==> src/unique_sorted_table_search_assert.svh <==
// Assertion macros for the sorted table search block.
`ifndef UNIQUE_SORTED_TABLE_SEARCH_ASSERT_SVH
`define UNIQUE_SORTED_TABLE_SEARCH_ASSERT_SVH

`ifndef SYNTHESIS
// same-cycle implication
`define UST_ASSERT_IMPL(label, clk, rst, ante, cons) \
  label: assert property (@(posedge clk) disable iff (rst) (ante) |-> (cons)) \
    else $error("assertion failed");
// next-cycle implication
`define UST_ASSERT_NEXT(label, clk, rst, ante, cons) \
  label: assert property (@(posedge clk) disable iff (rst) (ante) |=> (cons)) \
    else $error("assertion failed");
`else
`define UST_ASSERT_IMPL(label, clk, rst, ante, cons)
`define UST_ASSERT_NEXT(label, clk, rst, ante, cons)
`endif

`endif

==> src/ust_pkg.sv <==
`default_nettype none

package ust_pkg;

  localparam int DEPTH_DEFAULT = 16;

  localparam int KEY_W    = 32;
  localparam int ACT_W    = 2;
  localparam int STATUS_W = 3;
  localparam int POS_W    = 4;
  localparam int CNT_W    = 5;

  // action codes; the high bit alone selects clear
  localparam logic [ACT_W-1:0] ACT_LOAD   = 2'd0;
  localparam logic [ACT_W-1:0] ACT_SEARCH = 2'd1;
  localparam logic [ACT_W-1:0] ACT_CLEAR  = 2'd2;
  localparam int               CLEAR_BIT  = 1;

  // result status codes
  localparam logic [STATUS_W-1:0] ST_STORED    = 3'd0;
  localparam logic [STATUS_W-1:0] ST_DUPLICATE = 3'd1;
  localparam logic [STATUS_W-1:0] ST_FULL      = 3'd2;
  localparam logic [STATUS_W-1:0] ST_FOUND     = 3'd3;
  localparam logic [STATUS_W-1:0] ST_NOTFOUND  = 3'd4;
  localparam logic [STATUS_W-1:0] ST_NOTREADY  = 3'd5;
  localparam logic [STATUS_W-1:0] ST_CLEARED   = 3'd6;

  // per-cell compare flags
  typedef struct packed {
    logic less;
    logic match;
  } cell_flags_t;

endpackage

`default_nettype wire

==> src/ust_req_if.sv <==
`default_nettype none

interface ust_req_if;
  logic                                  valid;
  logic                                  ready;
  logic [ust_pkg::ACT_W-1:0]             action;
  logic signed [ust_pkg::KEY_W-1:0]      key_value;

  modport source (output valid, output action, output key_value, input ready);
  modport sink   (input valid, input action, input key_value, output ready);
endinterface

`default_nettype wire

==> src/ust_rsp_if.sv <==
`default_nettype none

interface ust_rsp_if;
  logic                           valid;
  logic                           ready;
  logic [ust_pkg::STATUS_W-1:0]   status;
  logic [ust_pkg::POS_W-1:0]      position;
  logic                           odd_position;
  logic [ust_pkg::CNT_W-1:0]      stored_count;

  modport source (output valid, output status, output position, output odd_position,
                  output stored_count, input ready);
  modport sink   (input valid, input status, input position, input odd_position,
                  input stored_count, output ready);
endinterface

`default_nettype wire

==> src/ust_cell.sv <==
`default_nettype none

// One slot of the sorted row. Compares its key with the broadcast key and,
// on an insert, either keeps its key, takes the new key or takes its left
// neighbor's key.
module ust_cell (
  input  wire                                   clk,
  input  wire                                   occupied,
  input  wire                                   shift_en,
  input  wire logic signed [ust_pkg::KEY_W-1:0] key_in,
  input  wire                                   prev_less,
  input  wire logic signed [ust_pkg::KEY_W-1:0] prev_key,
  output ust_pkg::cell_flags_t                  flags,
  output logic signed [ust_pkg::KEY_W-1:0]      key_out
);

  logic signed [ust_pkg::KEY_W-1:0] stored;

  // compare against the broadcast key
  always_comb begin
    flags.less  = occupied && (stored < key_in);
    flags.match = occupied && (stored == key_in);
  end

  assign key_out = stored;

  // insert: smaller keys stay, the first larger slot takes the key, the rest shift right
  always_ff @(posedge clk) begin
    if (shift_en && !flags.less) begin
      stored <= prev_less ? key_in : prev_key;
    end
  end

endmodule

`default_nettype wire

==> src/unique_sorted_table_search.sv <==
// Sorted unique key table with search.
// request channel: action (load, search, clear) and a signed 32-bit key.
// response channel: status, position, odd_position and stored_count, one
// item per request item, in order.
// The response is registered and valid in the cycle after the request is accepted.
// Throughput: one item per cycle unless the receiver stalls; every slot
// of the cell row compares its key with the incoming key in the same
// cycle and an insert shifts the row in one step.
// A search answers only once DEPTH keys are held; before that it returns
// not ready. A load into a full table returns full; a held key, duplicate.
// Reset empties the table (stored count zero) and drops any pending
// response. Key storage is not cleared; empty slots are never compared.
// When the receiver stalls, the response register holds its item and
// request ready stays high only if that register is being emptied in the
// same cycle, so no item is lost or repeated.
`default_nettype none
`include "unique_sorted_table_search_assert.svh"

module unique_sorted_table_search #(
  parameter int DEPTH = ust_pkg::DEPTH_DEFAULT
) (
  input  wire     clk,
  input  wire     rst,
  ust_req_if.sink   request,
  ust_rsp_if.source response
);

  localparam int CW = $clog2(DEPTH + 1);
  localparam int IW = $clog2(DEPTH);

  logic [CW-1:0]                    count;
  logic [CW-1:0]                    count_next;
  logic                             rsp_valid;
  logic                             accept;
  logic                             is_clear;
  logic                             is_load;
  logic                             full;
  logic                             dup;
  logic [IW-1:0]                    hit_idx;
  logic [ust_pkg::STATUS_W-1:0]     status_next;
  logic [IW-1:0]                    pos_next;
  logic [CW+ust_pkg::CNT_W-1:0]     count_wide;
  logic [IW+ust_pkg::POS_W-1:0]     pos_wide;
  logic                             shift_en;
  ust_pkg::cell_flags_t             flags [DEPTH];
  logic [DEPTH:0]                   less_chain;
  logic signed [ust_pkg::KEY_W-1:0] key_chain [DEPTH+1];

  // handshake
  assign request.ready  = !rsp_valid || response.ready;
  assign accept         = request.valid && request.ready;
  assign response.valid = rsp_valid;

  // decode
  assign is_clear = request.action[ust_pkg::CLEAR_BIT];
  assign is_load  = (request.action == ust_pkg::ACT_LOAD);
  assign full     = (count == CW'(DEPTH));

  // cell row
  assign shift_en      = accept && is_load && !full && !dup;
  assign less_chain[0] = 1'b1;
  assign key_chain[0]  = '0;

  for (genvar i = 0; i < DEPTH; i++) begin : g_cell
    ust_cell u_cell (
      .clk       (clk),
      .occupied  (CW'(i) < count),
      .shift_en  (shift_en),
      .key_in    (request.key_value),
      .prev_less (less_chain[i]),
      .prev_key  (key_chain[i]),
      .flags     (flags[i]),
      .key_out   (key_chain[i+1])
    );
    assign less_chain[i+1] = flags[i].less;
  end

  // match reduction; keys are unique so at most one cell hits
  always_comb begin
    dup     = 1'b0;
    hit_idx = '0;
    for (int i = 0; i < DEPTH; i++) begin
      if (flags[i].match) begin
        dup     = 1'b1;
        hit_idx = hit_idx | IW'(i);
      end
    end
  end

  // result and next count
  always_comb begin
    count_next  = count;
    pos_next    = '0;
    status_next = ust_pkg::ST_CLEARED;
    if (is_clear) begin
      count_next  = '0;
      status_next = ust_pkg::ST_CLEARED;
    end else if (is_load) begin
      if (full) begin
        status_next = ust_pkg::ST_FULL;
      end else if (dup) begin
        status_next = ust_pkg::ST_DUPLICATE;
      end else begin
        count_next  = count + CW'(1);
        status_next = ust_pkg::ST_STORED;
      end
    end else begin
      if (!full) begin
        status_next = ust_pkg::ST_NOTREADY;
      end else if (dup) begin
        status_next = ust_pkg::ST_FOUND;
        pos_next    = hit_idx;
      end else begin
        status_next = ust_pkg::ST_NOTFOUND;
      end
    end
  end

  assign count_wide = {{ust_pkg::CNT_W{1'b0}}, count_next};
  assign pos_wide   = {{ust_pkg::POS_W{1'b0}}, pos_next};

  // control registers
  always_ff @(posedge clk) begin
    if (rst) begin
      count     <= '0;
      rsp_valid <= 1'b0;
    end else begin
      if (accept) begin
        count <= count_next;
      end
      if (accept) begin
        rsp_valid <= 1'b1;
      end else if (response.ready) begin
        rsp_valid <= 1'b0;
      end
    end
  end

  // response payload
  always_ff @(posedge clk) begin
    if (accept) begin
      response.status       <= status_next;
      response.position     <= pos_wide[ust_pkg::POS_W-1:0];
      response.odd_position <= pos_next[0];
      response.stored_count <= count_wide[ust_pkg::CNT_W-1:0];
    end
  end

  // checks
  `UST_ASSERT_IMPL(a_count_bound, clk, rst, 1'b1, count <= CW'(DEPTH))
  `UST_ASSERT_NEXT(a_store_incr, clk, rst, shift_en, count == $past(count) + CW'(1))
  `UST_ASSERT_NEXT(a_clear_empty, clk, rst, accept && is_clear, count == '0)
  `UST_ASSERT_IMPL(a_no_shift_full, clk, rst, full, !shift_en)
  `UST_ASSERT_IMPL(a_pos_zero, clk, rst, rsp_valid && response.status != ust_pkg::ST_FOUND, response.position == '0 && !response.odd_position)

endmodule

`default_nettype wire
==> src/flat_wrapper.sv <==
// flat-port wrapper written by rule: the top's interface ports become plain ports
module unique_sorted_table_search_flat 
#(
  parameter int DEPTH = ust_pkg::DEPTH_DEFAULT
)
  (clk, rst, request_valid, request_action, request_key_value, request_ready, response_valid, response_status, response_position, response_odd_position, response_stored_count, response_ready);
  ust_req_if request_i ();
  ust_rsp_if response_i ();
  input  wire clk;
  input  wire rst;
  input wire logic [$bits(request_i.valid)-1:0] request_valid;
  input wire logic [$bits(request_i.action)-1:0] request_action;
  input wire logic [$bits(request_i.key_value)-1:0] request_key_value;
  output wire logic [$bits(request_i.ready)-1:0] request_ready;
  output wire logic [$bits(response_i.valid)-1:0] response_valid;
  output wire logic [$bits(response_i.status)-1:0] response_status;
  output wire logic [$bits(response_i.position)-1:0] response_position;
  output wire logic [$bits(response_i.odd_position)-1:0] response_odd_position;
  output wire logic [$bits(response_i.stored_count)-1:0] response_stored_count;
  input wire logic [$bits(response_i.ready)-1:0] response_ready;
  assign request_i.valid = request_valid;
  assign request_i.action = request_action;
  assign request_i.key_value = request_key_value;
  assign request_ready = request_i.ready;
  assign response_valid = response_i.valid;
  assign response_status = response_i.status;
  assign response_position = response_i.position;
  assign response_odd_position = response_i.odd_position;
  assign response_stored_count = response_i.stored_count;
  assign response_i.ready = response_ready;
  unique_sorted_table_search #(.DEPTH(DEPTH)) u_core (.clk(clk), .rst(rst), .request(request_i), .response(response_i));
endmodule
==> config.mk <==
export PLATFORM = sky130hd
export DESIGN_NAME = unique_sorted_table_search_flat
export DESIGN_NICKNAME = d
export VERILOG_FILES = /design/src/ust_pkg.sv /design/src/ust_req_if.sv /design/src/ust_rsp_if.sv /design/src/ust_cell.sv /design/src/unique_sorted_table_search.sv /design/src/flat_wrapper.sv
export VERILOG_INCLUDE_DIRS = /design/src /design/src/src
export SDC_FILE = /design/constraint.sdc
export NUM_CORES = 1
export LEC_CHECK = 0
export BUFFER_PORTS_ARGS = -buffer_cell sky130_fd_sc_hd__buf_2
export CAP_MARGIN = 5
export CORE_MARGIN = 4
export CORE_UTILIZATION = 67
export CTS_CLUSTER_DIAMETER = 60
export DETAILED_ROUTE_END_ITERATION = 16
export PLACE_DENSITY = 0.85
export SLEW_MARGIN = 5
export SYNTH_ARGS = -nofsm -noshare
export SYNTH_HDL_FRONTEND = slang
export SYNTH_SLANG_ARGS = --single-unit
==> constraint.sdc <==
create_clock -name clk -period 7.8 [get_ports clk]
set_clock_uncertainty 0.1 [all_clocks]
set_input_delay 0.39 -clock clk [delete_from_list [all_inputs] [get_ports clk]]
set_output_delay 0.39 -clock clk [all_outputs]
set_load 0.02 [all_outputs]
# --- After elaboration in Yosys (flattened, before gate mapping) ---
# Cells that the tools add are included.
word_totals:
  register_bits: 530
  input_bits: 38
  output_inout_bits: 15
  wordCells: 206
classes:
  n_addsub: 1
  n_lt_le_gt_ge: 32
  eq_ne: 17
  n_mux: 57
  bitwise_logic: 2
  reduce_logical: 75
op_table:
  columns: ["operator", "n"]
  rows:
  - ["$eq A32 B32 Y1", 16]
  - ["$lt A32 B32 Y1", 16]
  - ["$mux W32", 15]
  - ["$logic_and A1 B1 Y1", 52]
  - ["$lt A4 B5 Y1 const A", 8]
  - ["$mux W4", 8]
  - ["$mux W3", 8]
  - ["$lt A3 B5 Y1 const A", 4]
  - ["$mux W1", 20]
  - ["$mux W5", 4]
  - ["$logic_not A1 Y1", 19]
  - ["$lt A1 B5 Y1 const A", 2]
  - ["$lt A2 B5 Y1 const A", 2]
  - ["$add A5 B1 Y5 const B", 1]
  - ["$eq A5 B5 Y1 const B", 1]
  - ["$mux W2", 2]
  - ["$reduce_or A4 Y1", 1]
  - ["$logic_not A2 Y1", 1]
  - ["$not A1 Y1", 2]
  - ["$reduce_bool A2 Y1", 1]
  - ["$logic_or A1 B1 Y1", 1]

# --- Logic depth before layout (Yosys ltp) ---
# Gate-level depths: netlist of the first run.
depth:
  word_depth: 22
  mapped_depth: 13
  ltp_nobuf: 10

# --- Hierarchy ---
# Synthesis of the first run repeated with hierarchy kept, for this count alone.
hier_totals:
  cells_unflattened: 3094
  area_unflattened_um2: 36513.8
modules_own_cells:
  columns: ["mod", "instances", "cells_per_inst", "area_per_inst_um2", "seq_area_each_um2"]
  rows:
  - ["ust_cell", 16, 185, 2207.1, 960.9]
  - ["unique_sorted_table_search", 1, 134, 1199.9, 480.5]

# --- Least setup slack after synthesis of the first run ---
# No wires, ideal clock.
synth_path:
  kind: "input to register"
  start: "input request_key_value[25]"
  end: "register u_core.g_cell[13].u_cell.stored, in the netlist u_core.g_cell[13].u_cell.key_out[0], enable pin"
  setup_time_ps: 425
  t_arrival_ps: 4629
  t_required_ps: 7275
  setup_slack_ps: 2646
  stages: 12
  n_path_buf: 2
  path_cell_list: "clkbuf_1 -> inv_1 -> ha_1 -> a21o_1 -> a21oi_1 -> o21ai_1 -> and3_1 -> or3_1 -> nor3_1 -> mux2i_1 -> clkbuf_1 -> nor2b_1"
synth_via:
  elab_chain_len: 21
  word_cells_on_any_way: 54
  classes_between: "1 x order compare; 16 x eq/ne; 16 x mux; 21 x reduce/logical"
synth_lines:
  columns: ["item", "line_no", "source"]
  rows:
  - ["from (decl)", "flat_wrapper.sv:13", "input wire logic [$bits(request_i.key_value)-1:0] request_key_value;"]
  - ["$eq A32 B32 Y1", "ust_cell.sv:22", "flags.match = occupied && (stored == key_in);"]
  - ["$logic_and A1 B1 Y1", "ust_cell.sv:22", null]
  - ["$mux W1 (16 in a row)", "unique_sorted_table_search.sv:83", "if (flags[i].match) begin"]
  - ["$logic_not A1 Y1", "unique_sorted_table_search.sv:60", "assign shift_en = accept && is_load && !full && !dup;"]
  - ["$logic_and A1 B1 Y1", "unique_sorted_table_search.sv:60", null]
  - ["$logic_and A1 B1 Y1 *", "ust_cell.sv:29", "if (shift_en && !flags.less) begin"]
  - ["to (signal assigned)", "ust_cell.sv:30", "stored <= prev_less ? key_in : prev_key;"]
  - ["to (decl)", "ust_cell.sv:17", "logic signed [ust_pkg::KEY_W-1:0] stored;"]
# Mark *: on every way between the ends. The rest lies on a longest branch, timed or not.
# A chain may end at the register's enable or synchronous reset.

# --- Worst setup path after layout of the first run ---
layout_path:
  start: "input request_key_value[25]"
  end: "register u_core.g_cell[5].u_cell.stored, in the netlist u_core.g_cell[5].u_cell.key_out[16], enable pin"
layout_via:
  elab_chain_len: 21
  word_cells_on_any_way: 54
  classes_between: "1 x order compare; 16 x eq/ne; 16 x mux; 21 x reduce/logical"
layout_lines:
  columns: ["item", "line_no"]
  rows:
  - ["$eq A32 B32 Y1", "ust_cell.sv:22"]
  - ["$logic_and A1 B1 Y1", "ust_cell.sv:22"]
  - ["$mux W1 (16 in a row)", "unique_sorted_table_search.sv:83"]
  - ["$logic_not A1 Y1", "unique_sorted_table_search.sv:60"]
  - ["$logic_and A1 B1 Y1", "unique_sorted_table_search.sv:60"]
  - ["$logic_and A1 B1 Y1 *", "ust_cell.sv:29"]
  - ["to (signal assigned)", "ust_cell.sv:30"]
  - ["to (decl)", "ust_cell.sv:17"]
# Marks and branches as above.

==> flow_summary_export.csv, run 1 <==
group,metric,value,unit
floorplanning,core-area,50200,µm²
sta,drv_slew,0,
place,io_buffers,52,
global_routing,grt_max_degree,34,
worst_setup_path,start_kind,"primary input",
clocking,cts_max_level,2,
yosys,yosys.area.top_type,"edfxtp_1",
clocking,cts_tree,"yes",
yosys,synthFlopType,"edfxtp_1",
clocking,cts_root_buf,"clkbuf_16",
global_routing,grt_pass1_wl,161,mm
worst_setup_path,crit_path_max_incr_delay,1170,ps
final_layout,num-nets-final,3194,
floorplanning,ioPinCount,53,
route,vias,24300,
clocking,clk_path_buf_depth,3,
global_routing,grt_use_total,40.8,%
floorplanning,initial_core_util,67.7,%
sta,finalCriticalPeriod,5280,ps
yosys,syn_area,34000,µm²
route,wl,112,mm
floorplanning,die_h,233,µm
route,drtIter0Drc,2658,
yosys,ys_async_sr_fraction,0,%
final_layout,final_cell_mix,"524 x edfxtp_1, 514 x ha_1, 452 x mux2_2, 153 x a21oi_1, 143 x a21o_1",
yosys,synthTopCellsByArea,"edfxtp_1 46%, ha_1 19%, mux2_2 15%",
worst_setup_path,reg2reg_depth,9,
worst_setup_path,crit_path_end,"u_core.g_cell[5].u_cell.key_out[16]$_DFFE_PP_",
worst_setup_path,ff2ff_setup_slack,2630,ps
yosys,seq_area_frac_synth,46.6,%
worst_setup_path,critPathMaxFanout,28,
power_and_ir_drop,power.leakage,0.0150,µW
power_and_ir_drop,ir_drop,0.000192,V
yosys,syn-num-nets,3131,
power_and_ir_drop,p_sw_share,25.5,%
global_routing,grt_pass1_vias,24200,
worst_setup_path,criticalPathCategory,"in2reg",
route,antenna_left,0,
sta,finalSetupTns,0,ps
worst_setup_path,reg2reg_to,"u_core.g_cell[5].u_cell.key_out[16]$_DFFE_PP_",
clocking,post_cts_resized,0,
hold_path,min_path_cells,1,
power_and_ir_drop,combPwrFrac,11.4,%
route,drc,0,
sta,fin_hold_ws,55.4,ps
route,firstDrtPassIters,5,
sta,setup_viol,0,
worst_setup_path,end_kind,"flip-flop",
sta,fin_crit_sh,67.7,%
worst_setup_path,slowest_stage,"nor4_1",
power_and_ir_drop,clkPwrFrac,40.7,%
clocking,clk-insertion-delay-late,640,ps
yosys,yosysTopAreaCellShare,46.3,%
floorplanning,die_w,233,µm
sta,fmax,0.189,GHz
clocking,clk_pin_slew,60,ps
worst_setup_path,crit_path_start,"request_key_value[25]",
route,vias_per_cell,7.22,
sta,finalHoldViolations,0,
worst_setup_path,cp_num_buf_inv,3,
route,routedWlPerCell,33.2,µm
power_and_ir_drop,powerDensity,183,nW/µm²
final_layout,fillers,3246,
clocking,cts_buffers,58,
worst_setup_path,crit_family,"simple AND/OR/NAND/NOR gates",
final_layout,seq_area,15900,µm²
clocking,cts_sinks,530,
power_and_ir_drop,seqPwrFrac,47.9,%
run,maxCapViolCount,0,
place,place_congestion,1.00,
run_status,status,"finished, final reports clean",
worst_setup_path,path_depth,11,
power_and_ir_drop,p_int,5070,µW
sta,relSlewSlack,3.94,%
yosys,synth_edf_count,524,
worst_setup_path,reg2reg_from,"u_core.g_cell[5].u_cell.key_out[31]$_DFFE_PP_",
yosys,syn_area_per_cell,13.2,µm²
worst_setup_path,crit_chain,"buf_2 > inv_1 > ha_1 > nand4_1 > nor4_1 > o21ai_0 > a21oi_1 > nor4b_1 > mux2i_4 > and2b_1 > buf_4",
yosys,ys_warn_count,0,
worst_setup_path,critPathRequiredTime,7960,ps
final_layout,area_delta_synth_final,9.06,%
floorplanning,dieArea,54400,µm²
worst_setup_path,crit_arrival,5450,ps
floorplanning,rows,82,
final_layout,multiInputGateArea,17700,µm²
sta,tightestPinTransition,1430,ps
hold_path,hold_class,"in2reg",
global_routing,grt_overflow_total,0,
sta,rsz0062_at_grt,"no",
yosys,yosysUniqueCellTypes,72,
yosys,synthCells,2579,
place,dpl.hpwl,79.5,mm
final_layout,final_common_cell,"edfxtp_1",
power_and_ir_drop,p_switching,1730,µW
global_routing,antenna_found_initial,4,
yosys,ys_ff_latch,530,
final_layout,drive_gt1_share,25.7,%
==> metrics by stage <==
step                power [µW]  cells  utilization [%]  cell area [µm²]  setup slack, ps
floorplan                 3750   2579                -            34000             2650
global placement          4020   3250             70.1            35200             2210
detailed placement        4050   3250             70.1            35200             2120
CTS                       6770   3360             73.9            37100             2780
global route              6980   3360             73.9            37100             2480
finish                    6800   3362             73.9            37100             2520
==> cells by family after synthesis <==
| family | after synthesis | share of synthesized area (%) |
|---|---|---|
| DFF | 530 | 46.6 |
| buffers and inverters | 155 | 1.98 |
| AOI/OAI and AO/OA | 465 | 8.87 |
| muxes | 492 | 16.6 |
| xor gates and xnor gates | 4 | 0.103 |
| and+or+nand+nor | 418 | 6.84 |
| adders and majority gates | 515 | 19.0 |
==> cell usage after synthesis (25+ instances only) <==
library cell and instances:
a21o_1 143, a21oi_1 157, buf_2 35, clkbuf_1 47, edfxtp_1 524, ha_1 514, inv_1 65, mux2_2 452
mux2_4 30, nand2_1 54, nand3_1 29, nand4_1 139, nor2_1 63, nor2b_1 31, nor3_1 30, nor4_1 25
o21ai_0 61
==> worst register-to-register path: cells and delay by family, from the launching register on <==
kind,cells,cell delay (ps)
AOI/OAI and AO/OA,2,570
DFF,1,430
and+or+nand+nor,4,1890
muxes,1,800
adders and majority gates,1,450
buffers and inverters,1,500
==> layout make-up <==
cell class	count	area share (%)
clock buffer	73	4.15
multi-input combinational	1894	47.7
inverter	66	0.668
timing repair buffer	92	1.54
sequential	530	42.8
antenna	2	0.0135
clock inverter	33	0.864
tap	672	2.27
==> metal layers <==
layer | part of all wire, % | vias up | global-route usage [%]
li1 | - | 10400 | -
met1 | 38 | 12100 | 52.4
met2 | 44 | 1400 | 62.4
met3 | 9.2 | 354 | 8.37
met4 | 8.2 | 4 | 27.6
met5 | 0.028 | - | 0
==> worst min-delay path by stage <==
stage / to / slack [ps] / from
finish: u_core.g_cell[0].u_cell.key_out[31]$_DFFE_PP_ / 60 / request_key_value[31]
global route: u_core.g_cell[0].u_cell.key_out[31]$_DFFE_PP_ / 60 / request_key_value[31]
CTS: u_core.g_cell[0].u_cell.key_out[31]$_DFFE_PP_ / 30 / request_key_value[31]
detailed placement: u_core.response.valid$_SDFFE_PP0P_ / 440 / u_core.response.valid$_SDFFE_PP0P_
global placement: u_core.response.valid$_SDFFE_PP0P_ / 400 / u_core.response.valid$_SDFFE_PP0P_
floorplan: u_core.g_cell[0].u_cell.key_out[0]$_DFFE_PP_ / 390 / request_key_value[0]
==> flip-flops by register name, summed over array words and instances, names as in the netlist <==
register	cells
u_core.response.position	3
u_core.g_cell.u_cell.key_out	512
u_core.response.status	3
u_core.count	5
u_core.response.valid	1
u_core.response.odd_position	1
u_core.response.stored_count	5
==> power by group through the flow <==
stage               combinational, µW  sequential (µW)  clock [µW]
floorplan                         460             3290           0
global placement                  709             3310           0
detailed placement                744             3310           0
CTS                               755             3250        2770
global route                      834             3260        2890
finish                            775             3250        2770
==> repair_timing <==
action,4_1_cts,5_1_grt
setup buffers,0,0
endpoints found under the hold margin,4,0
hold buffers,4,0
Power figures use the tool's default switching activity.
==> run 2: changes to the inputs <==
Settings changed: CORE_UTILIZATION 67 to 58, PLACE_DENSITY 0.85 to 0.78.
Clock period 7.8 ns to 4.7 ns, I/O delays scaled along.
==> flow_summary_export.csv, run 2 (synthesized netlist as in run 1, its figures left out) <==
group,metric,value,unit
power_and_ir_drop,combPwrFrac,12.4,%
global_routing,grt_use_total,33.3,%
sta,finalSetupTns,0,ps
sta,fin_crit_sh,98.6,%
floorplanning,initial_core_util,58.8,%
floorplanning,ioPinCount,53,
global_routing,use_met2,51.1,%
worst_setup_path,end_kind,"flip-flop",
final_layout,fin_util,67.5,%
route,routedWlPerCell,29.4,µm
floorplanning,core-area,57800,µm²
run_status,status,"finished, final reports clean",
final_layout,final_common_cell,"edfxtp_1",
sta,tightestPinTransition,1270,ps
sta,finalCriticalPeriod,4630,ps
power_and_ir_drop,ir_drop,0.000344,V
global_routing,top_usage_layer,"met2",
power_and_ir_drop,seqPwrFrac,47.9,%
clocking,cts_buffers,59,
global_routing,grt_use_met1,42.4,%
worst_setup_path,critPathRequiredTime,4840,ps
clocking,cts_sinks,530,
sta,relSlewSlack,15.2,%
clocking,cts_root_buf,"clkbuf_16",
place,place_congestion,1.10,
route,antenna_left,0,
sta,fmax,0.216,GHz
route,firstDrtPassIters,6,
place,io_buffers,52,
final_layout,area_delta_synth_final,14.8,%
sta,rsz0062_at_grt,"no",
floorplanning,dieArea,62500,µm²
place,dpl.hpwl,77.6,mm
floorplanning,die_w,250,µm
final_layout,largest_reg_flops,512,
sta,finalHoldViolations,0,
final_layout,num-nets-final,3375,
floorplanning,die_h,250,µm
global_routing,grt_overflow_total,0,
final_layout,num_antenna_cells,0,
clocking,cts_tree,"yes",
sta,drv_slew,0,
route,vias_per_cell,6.78,
worst_setup_path,criticalPathCategory,"in2reg",
global_routing,grt_pass1_wl,158,mm
route,drc,0,
power_and_ir_drop,p_switching,2870,µW
clocking,cts_max_level,2,
hold_path,min_path_cells,2,
global_routing,antenna_found_initial,1,
sta,setup_viol,0,
worst_setup_path,ff2ff_setup_slack,430,ps
clocking,clk-insertion-delay-late,640,ps
global_routing,grt_pass1_vias,25100,
worst_setup_path,crit_arrival,4770,ps
worst_setup_path,start_kind,"primary input",
global_routing,grt_util_met3,7.55,%
power_and_ir_drop,power.leakage,0.0160,µW
power_and_ir_drop,p_sw_share,25.5,%
worst_setup_path,critPathMaxFanout,32,
route,vias,24700,
hold_path,hold_class,"in2reg",
global_routing,grt_max_degree,34,
floorplanning,rows,88,
route,drtIter0Drc,2543,
power_and_ir_drop,clkPwrFrac,39.7,%
final_layout,final_cell_mix,"524 x edfxtp_1, 514 x ha_1, 452 x mux2_2, 157 x buf_4, 153 x a21oi_1",
clocking,clk_pin_slew,60,ps
power_and_ir_drop,p_int,8400,µW
route,wl,107,mm
final_layout,drive_gt1_share,29.3,%
worst_setup_path,reg2reg_depth,8,
clocking,post_cts_buffers,0,
power_and_ir_drop,powerDensity,289,nW/µm²
run,maxCapViolCount,0,
clocking,clk_path_buf_depth,3,
==> run 2: cell types whose count changed in the layout (fill, tap and decap cells not counted), moves of 2 or more <==
| cell | before | now |
|---|---|---|
| buf_4 | 36 | 157 |
| buf_12 | 0 | 38 |
| dlygate4sd3_1 | 4 | 25 |
| clkbuf_1 | 13 | 24 |
| clkinv_2 | 13 | 4 |
| bufinv_16 | 6 | 3 |
| clkinv_1 | 10 | 13 |
| and2b_1 | 2 | 0 |
| and2b_2 | 1 | 3 |
| diode_2 | 2 | 0 |
==> run 2: worst max-delay path: stages <==
cell and delay [ps]:
dlygate4sd3_1 540, buf_2 140, inv_1 550, ha_1 390, a21oi_1 170, o21ai_0 250, o31a_1 340, o31ai_1 470
buf_4 250, a221oi_1 80, a31o_2 350, nor2_4 990
==> run 2: cell type report <==
class / instances / area, µm²
inverter: 66 / 248
multi-input combinational: 1894 / 17700
sequential: 530 / 15900
clock inverter: 24 / 206
timing repair buffer: 272 / 2450
clock buffer: 85 / 1610
fill: 4038 / 18800
tap: 765 / 957
==> run 2: per-stage QoR <==
| step | setup WS (ps) | instance area, µm² | power (µW) | hold slack [ps] | instances |
|---|---|---|---|---|---|
| after floorplan | 37.3 | 34000 | 6230 | 234 | 2579 |
| after global placement | 184 | 37000 | 6760 | 386 | 3502 |
| after detailed placement | 95.7 | 37000 | 6820 | 403 | 3502 |
| after CTS | 193 | 39000 | 11300 | 1.07 | 3636 |
| after global routing | 20.3 | 39000 | 11600 | 17.5 | 3636 |
| final | 65.4 | 39000 | 11300 | 28.8 | 3636 |
==> run 2: power groups by stage <==
stage | clock network [µW] | logic [µW] | registers, µW
detailed placement | 0 | 1340 | 5490
floorplan | 0 | 763 | 5460
finish | 4480 | 1400 | 5390
global route | 4700 | 1510 | 5400
CTS | 4500 | 1370 | 5390
global placement | 0 | 1270 | 5480
==> run 2: metal layers <==
metal | wire length (µm) | vias up
met5 | 13 | -
met4 | 8580 | 2
met3 | 10500 | 372
met2 | 47100 | 1365
met1 | 40800 | 12100
li1 | - | 10800
==> run 2: repair_timing <==
| action | 4_1_cts | 5_1_grt |
|---|---|---|
| hold buffers | 25 | 0 |
| endpoints found under the hold margin | 31 | 0 |
| resized for setup | 0 | 0 |
==> run 2: worst paths after layout <==
kind | start | endpoint
hold reg to reg | u_core.g_cell[4].u_cell.key_out[22]$_DFFE_PP_ | u_core.g_cell[5].u_cell.key_out[22]$_DFFE_PP_
setup / recovery | request_key_value[7] | u_core.g_cell[2].u_cell.key_out[28]$_DFFE_PP_
setup reg to reg | u_core.count[4]$_SDFFE_PP0P_ | u_core.g_cell[10].u_cell.key_out[5]$_DFFE_PP_
hold / removal | request_key_value[2] | u_core.g_cell[0].u_cell.key_out[2]$_DFFE_PP_
==> run 3: changes to the inputs <==
Settings changed: CORE_MARGIN 4 to 2, CORE_UTILIZATION 58 to 64, HOLD_SLACK_MARGIN set to 0.05, PLACE_DENSITY 0.78 to 0.82.
Clock period 4.7 ns to 4.85 ns, I/O delays scaled along.
==> flow_summary_export.csv, run 3 (synthesized netlist as in run 1, its figures left out) <==
group,metric,value,unit
global_routing,grt_use_total,39.2,%
power_and_ir_drop,p_total,10900,µW
run,maxCapViolCount,0,
power_and_ir_drop,clkPwrFrac,39.6,%
worst_setup_path,reg2reg_depth,10,
power_and_ir_drop,combPwrFrac,12.5,%
place,io_buffers,52,
final_layout,final_common_cell,"edfxtp_1",
final_layout,seq_area,15900,µm²
global_routing,use_met2,61.6,%
floorplanning,die_w,234,µm
route,wl,107,mm
worst_setup_path,reg2reg_to,"u_core.g_cell[3].u_cell.key_out[23]$_DFFE_PP_",
global_routing,top_usage_layer,"met2",
floorplanning,initial_core_util,64.7,%
sta,finalHoldViolations,0,
final_layout,largest_reg_flops,512,
hold_path,hold_start,"request_key_value[28]",
worst_setup_path,critPathRequiredTime,5110,ps
worst_setup_path,crit_arrival,4660,ps
global_routing,grt_util_met3,6.92,%
final_layout,area_delta_synth_final,14.5,%
sta,fmax,0.227,GHz
clocking,cts_sinks,530,
route,antenna_left,0,
global_routing,grt_pass1_vias,25000,
floorplanning,ioPinCount,53,
sta,finalCriticalPeriod,4400,ps
power_and_ir_drop,ir_drop,0.000290,V
sta,drv_slew,0,
place,place_congestion,0.988,
global_routing,grt_pass1_wl,156,mm
floorplanning,rows,84,
clocking,cts_root_buf,"clkbuf_16",
power_and_ir_drop,p_int,8120,µW
worst_setup_path,ff2ff_setup_slack,830,ps
worst_setup_path,reg2reg_from,"u_core.count[2]$_SDFFE_PP0P_",
route,routedWlPerCell,30.3,µm
clocking,clk-insertion-delay-late,640,ps
final_layout,final_cell_mix,"524 x edfxtp_1, 514 x ha_1, 452 x mux2_2, 153 x a21oi_1, 143 x a21o_1",
clocking,clk_pin_slew,60,ps
final_layout,drive_gt1_share,28.9,%
power_and_ir_drop,powerDensity,281,nW/µm²
final_layout,num-nets-final,3368,
route,drc,0,
sta,fin_crit_sh,90.7,%
hold_path,min_path_cells,2,
hold_path,holdPathEnd,"u_core.g_cell[0].u_cell.key_out[28]$_DFFE_PP_",
clocking,cts_buffers,58,
power_and_ir_drop,power.leakage,0.0160,µW
global_routing,antenna_found_initial,2,
clocking,clk_path_buf_depth,3,
final_layout,multiInputGateArea,17700,µm²
worst_setup_path,start_kind,"primary input",
sta,relSlewSlack,22.9,%
final_layout,fillers,3363,
worst_setup_path,end_kind,"flip-flop",
power_and_ir_drop,p_switching,2790,µW
route,vias_per_cell,6.96,
run_status,status,"finished, final reports clean",
final_layout,num_antenna_cells,0,
clocking,cts_max_level,2,
global_routing,grt_use_met1,49.6,%
clocking,post_cts_resized,0,
clocking,cts_tree,"yes",
clocking,cts_hold_buf,36,
sta,tightestPinTransition,1150,ps
hold_path,hold_class,"in2reg",
power_and_ir_drop,p_sw_share,25.6,%
power_and_ir_drop,seqPwrFrac,47.9,%
floorplanning,dieArea,55000,µm²
worst_setup_path,criticalPathCategory,"in2reg",
global_routing,grt_overflow_total,0,
floorplanning,die_h,234,µm
floorplanning,core-area,52600,µm²
route,firstDrtPassIters,6,
place,dpl.hpwl,78.7,mm
route,vias,24700,
sta,setup_viol,0,
clocking,post_cts_buffers,0,
sta,finalSetupTns,0,ps
global_routing,grt_max_degree,34,
route,drtIter0Drc,2801,
worst_setup_path,critPathMaxFanout,17,
sta,rsz0062_at_grt,"no",
[run 3: metal layers]
| metal | share of wire [%] | vias up |
|---|---|---|
| met4 | 7.7 | 0 |
| met5 | 0 | - |
| li1 | - | 10800 |
| met2 | 45 | 1433 |
| met3 | 9.0 | 312 |
| met1 | 38 | 12200 |
[run 3: worst max-delay path, stage by stage]
cell,delay [ps]
dlygate4sd3_1,540
buf_2,240
inv_1,630
ha_1,370
a21o_1,180
a21o_1,170
a21oi_1,140
o21ai_0,110
a221o_1,380
o31ai_4,880
buf_4,370
mux2_2,370
[run 3: worst max-delay path by stage]
stage                                                endpoint  slack (ps)             startpoint  cells after the start
6_report        u_core.g_cell[11].u_cell.key_out[6]$_DFFE_PP_         450  request_key_value[17]                     12
5_1_grt         u_core.g_cell[11].u_cell.key_out[6]$_DFFE_PP_         390  request_key_value[17]                     12
4_1_cts         u_core.g_cell[11].u_cell.key_out[6]$_DFFE_PP_         590  request_key_value[17]                     12
3_5_place_dp    u_core.g_cell[11].u_cell.key_out[6]$_DFFE_PP_         520  request_key_value[17]                     11
3_3_place_gp   u_core.g_cell[12].u_cell.key_out[16]$_DFFE_PP_         570  request_key_value[11]                     13
2_1_floorplan   u_core.g_cell[11].u_cell.key_out[0]$_DFFE_PP_         0.3   request_key_value[9]                     12
[run 3: cell type report]
cell class / instances / area share (%)
sequential: 530 / 40.8
inverter: 66 / 0.637
clock inverter: 32 / 0.595
tap: 688 / 2.21
timing repair buffer: 266 / 6.28
clock buffer: 74 / 4.04
multi-input combinational: 1894 / 45.5
[run 3: stage by stage]
stage | hold slack, ps | worst slack (ps) | instances | area [µm²] | util, %
2_1_floorplan | 241 | 0.330 | 2579 | 34000 | -
3_3_place_gp | 392 | 567 | 3408 | 36700 | 69.9
3_5_place_dp | 394 | 518 | 3408 | 36700 | 69.9
4_1_cts | 53.2 | 591 | 3550 | 38900 | 74.0
5_1_grt | 59.0 | 390 | 3550 | 38900 | 74.0
6_report | 68.4 | 451 | 3550 | 38900 | 74.0
[run 3: power by group through the flow]
stage / Sequential (µW) / Clock, µW / Combinational [µW]
floorplan: 5300 / 0 / 739
global placement: 5310 / 0 / 1230
detailed placement: 5320 / 0 / 1300
CTS: 5220 / 4310 / 1340
global route: 5230 / 4480 / 1470
finish: 5230 / 4320 / 1370
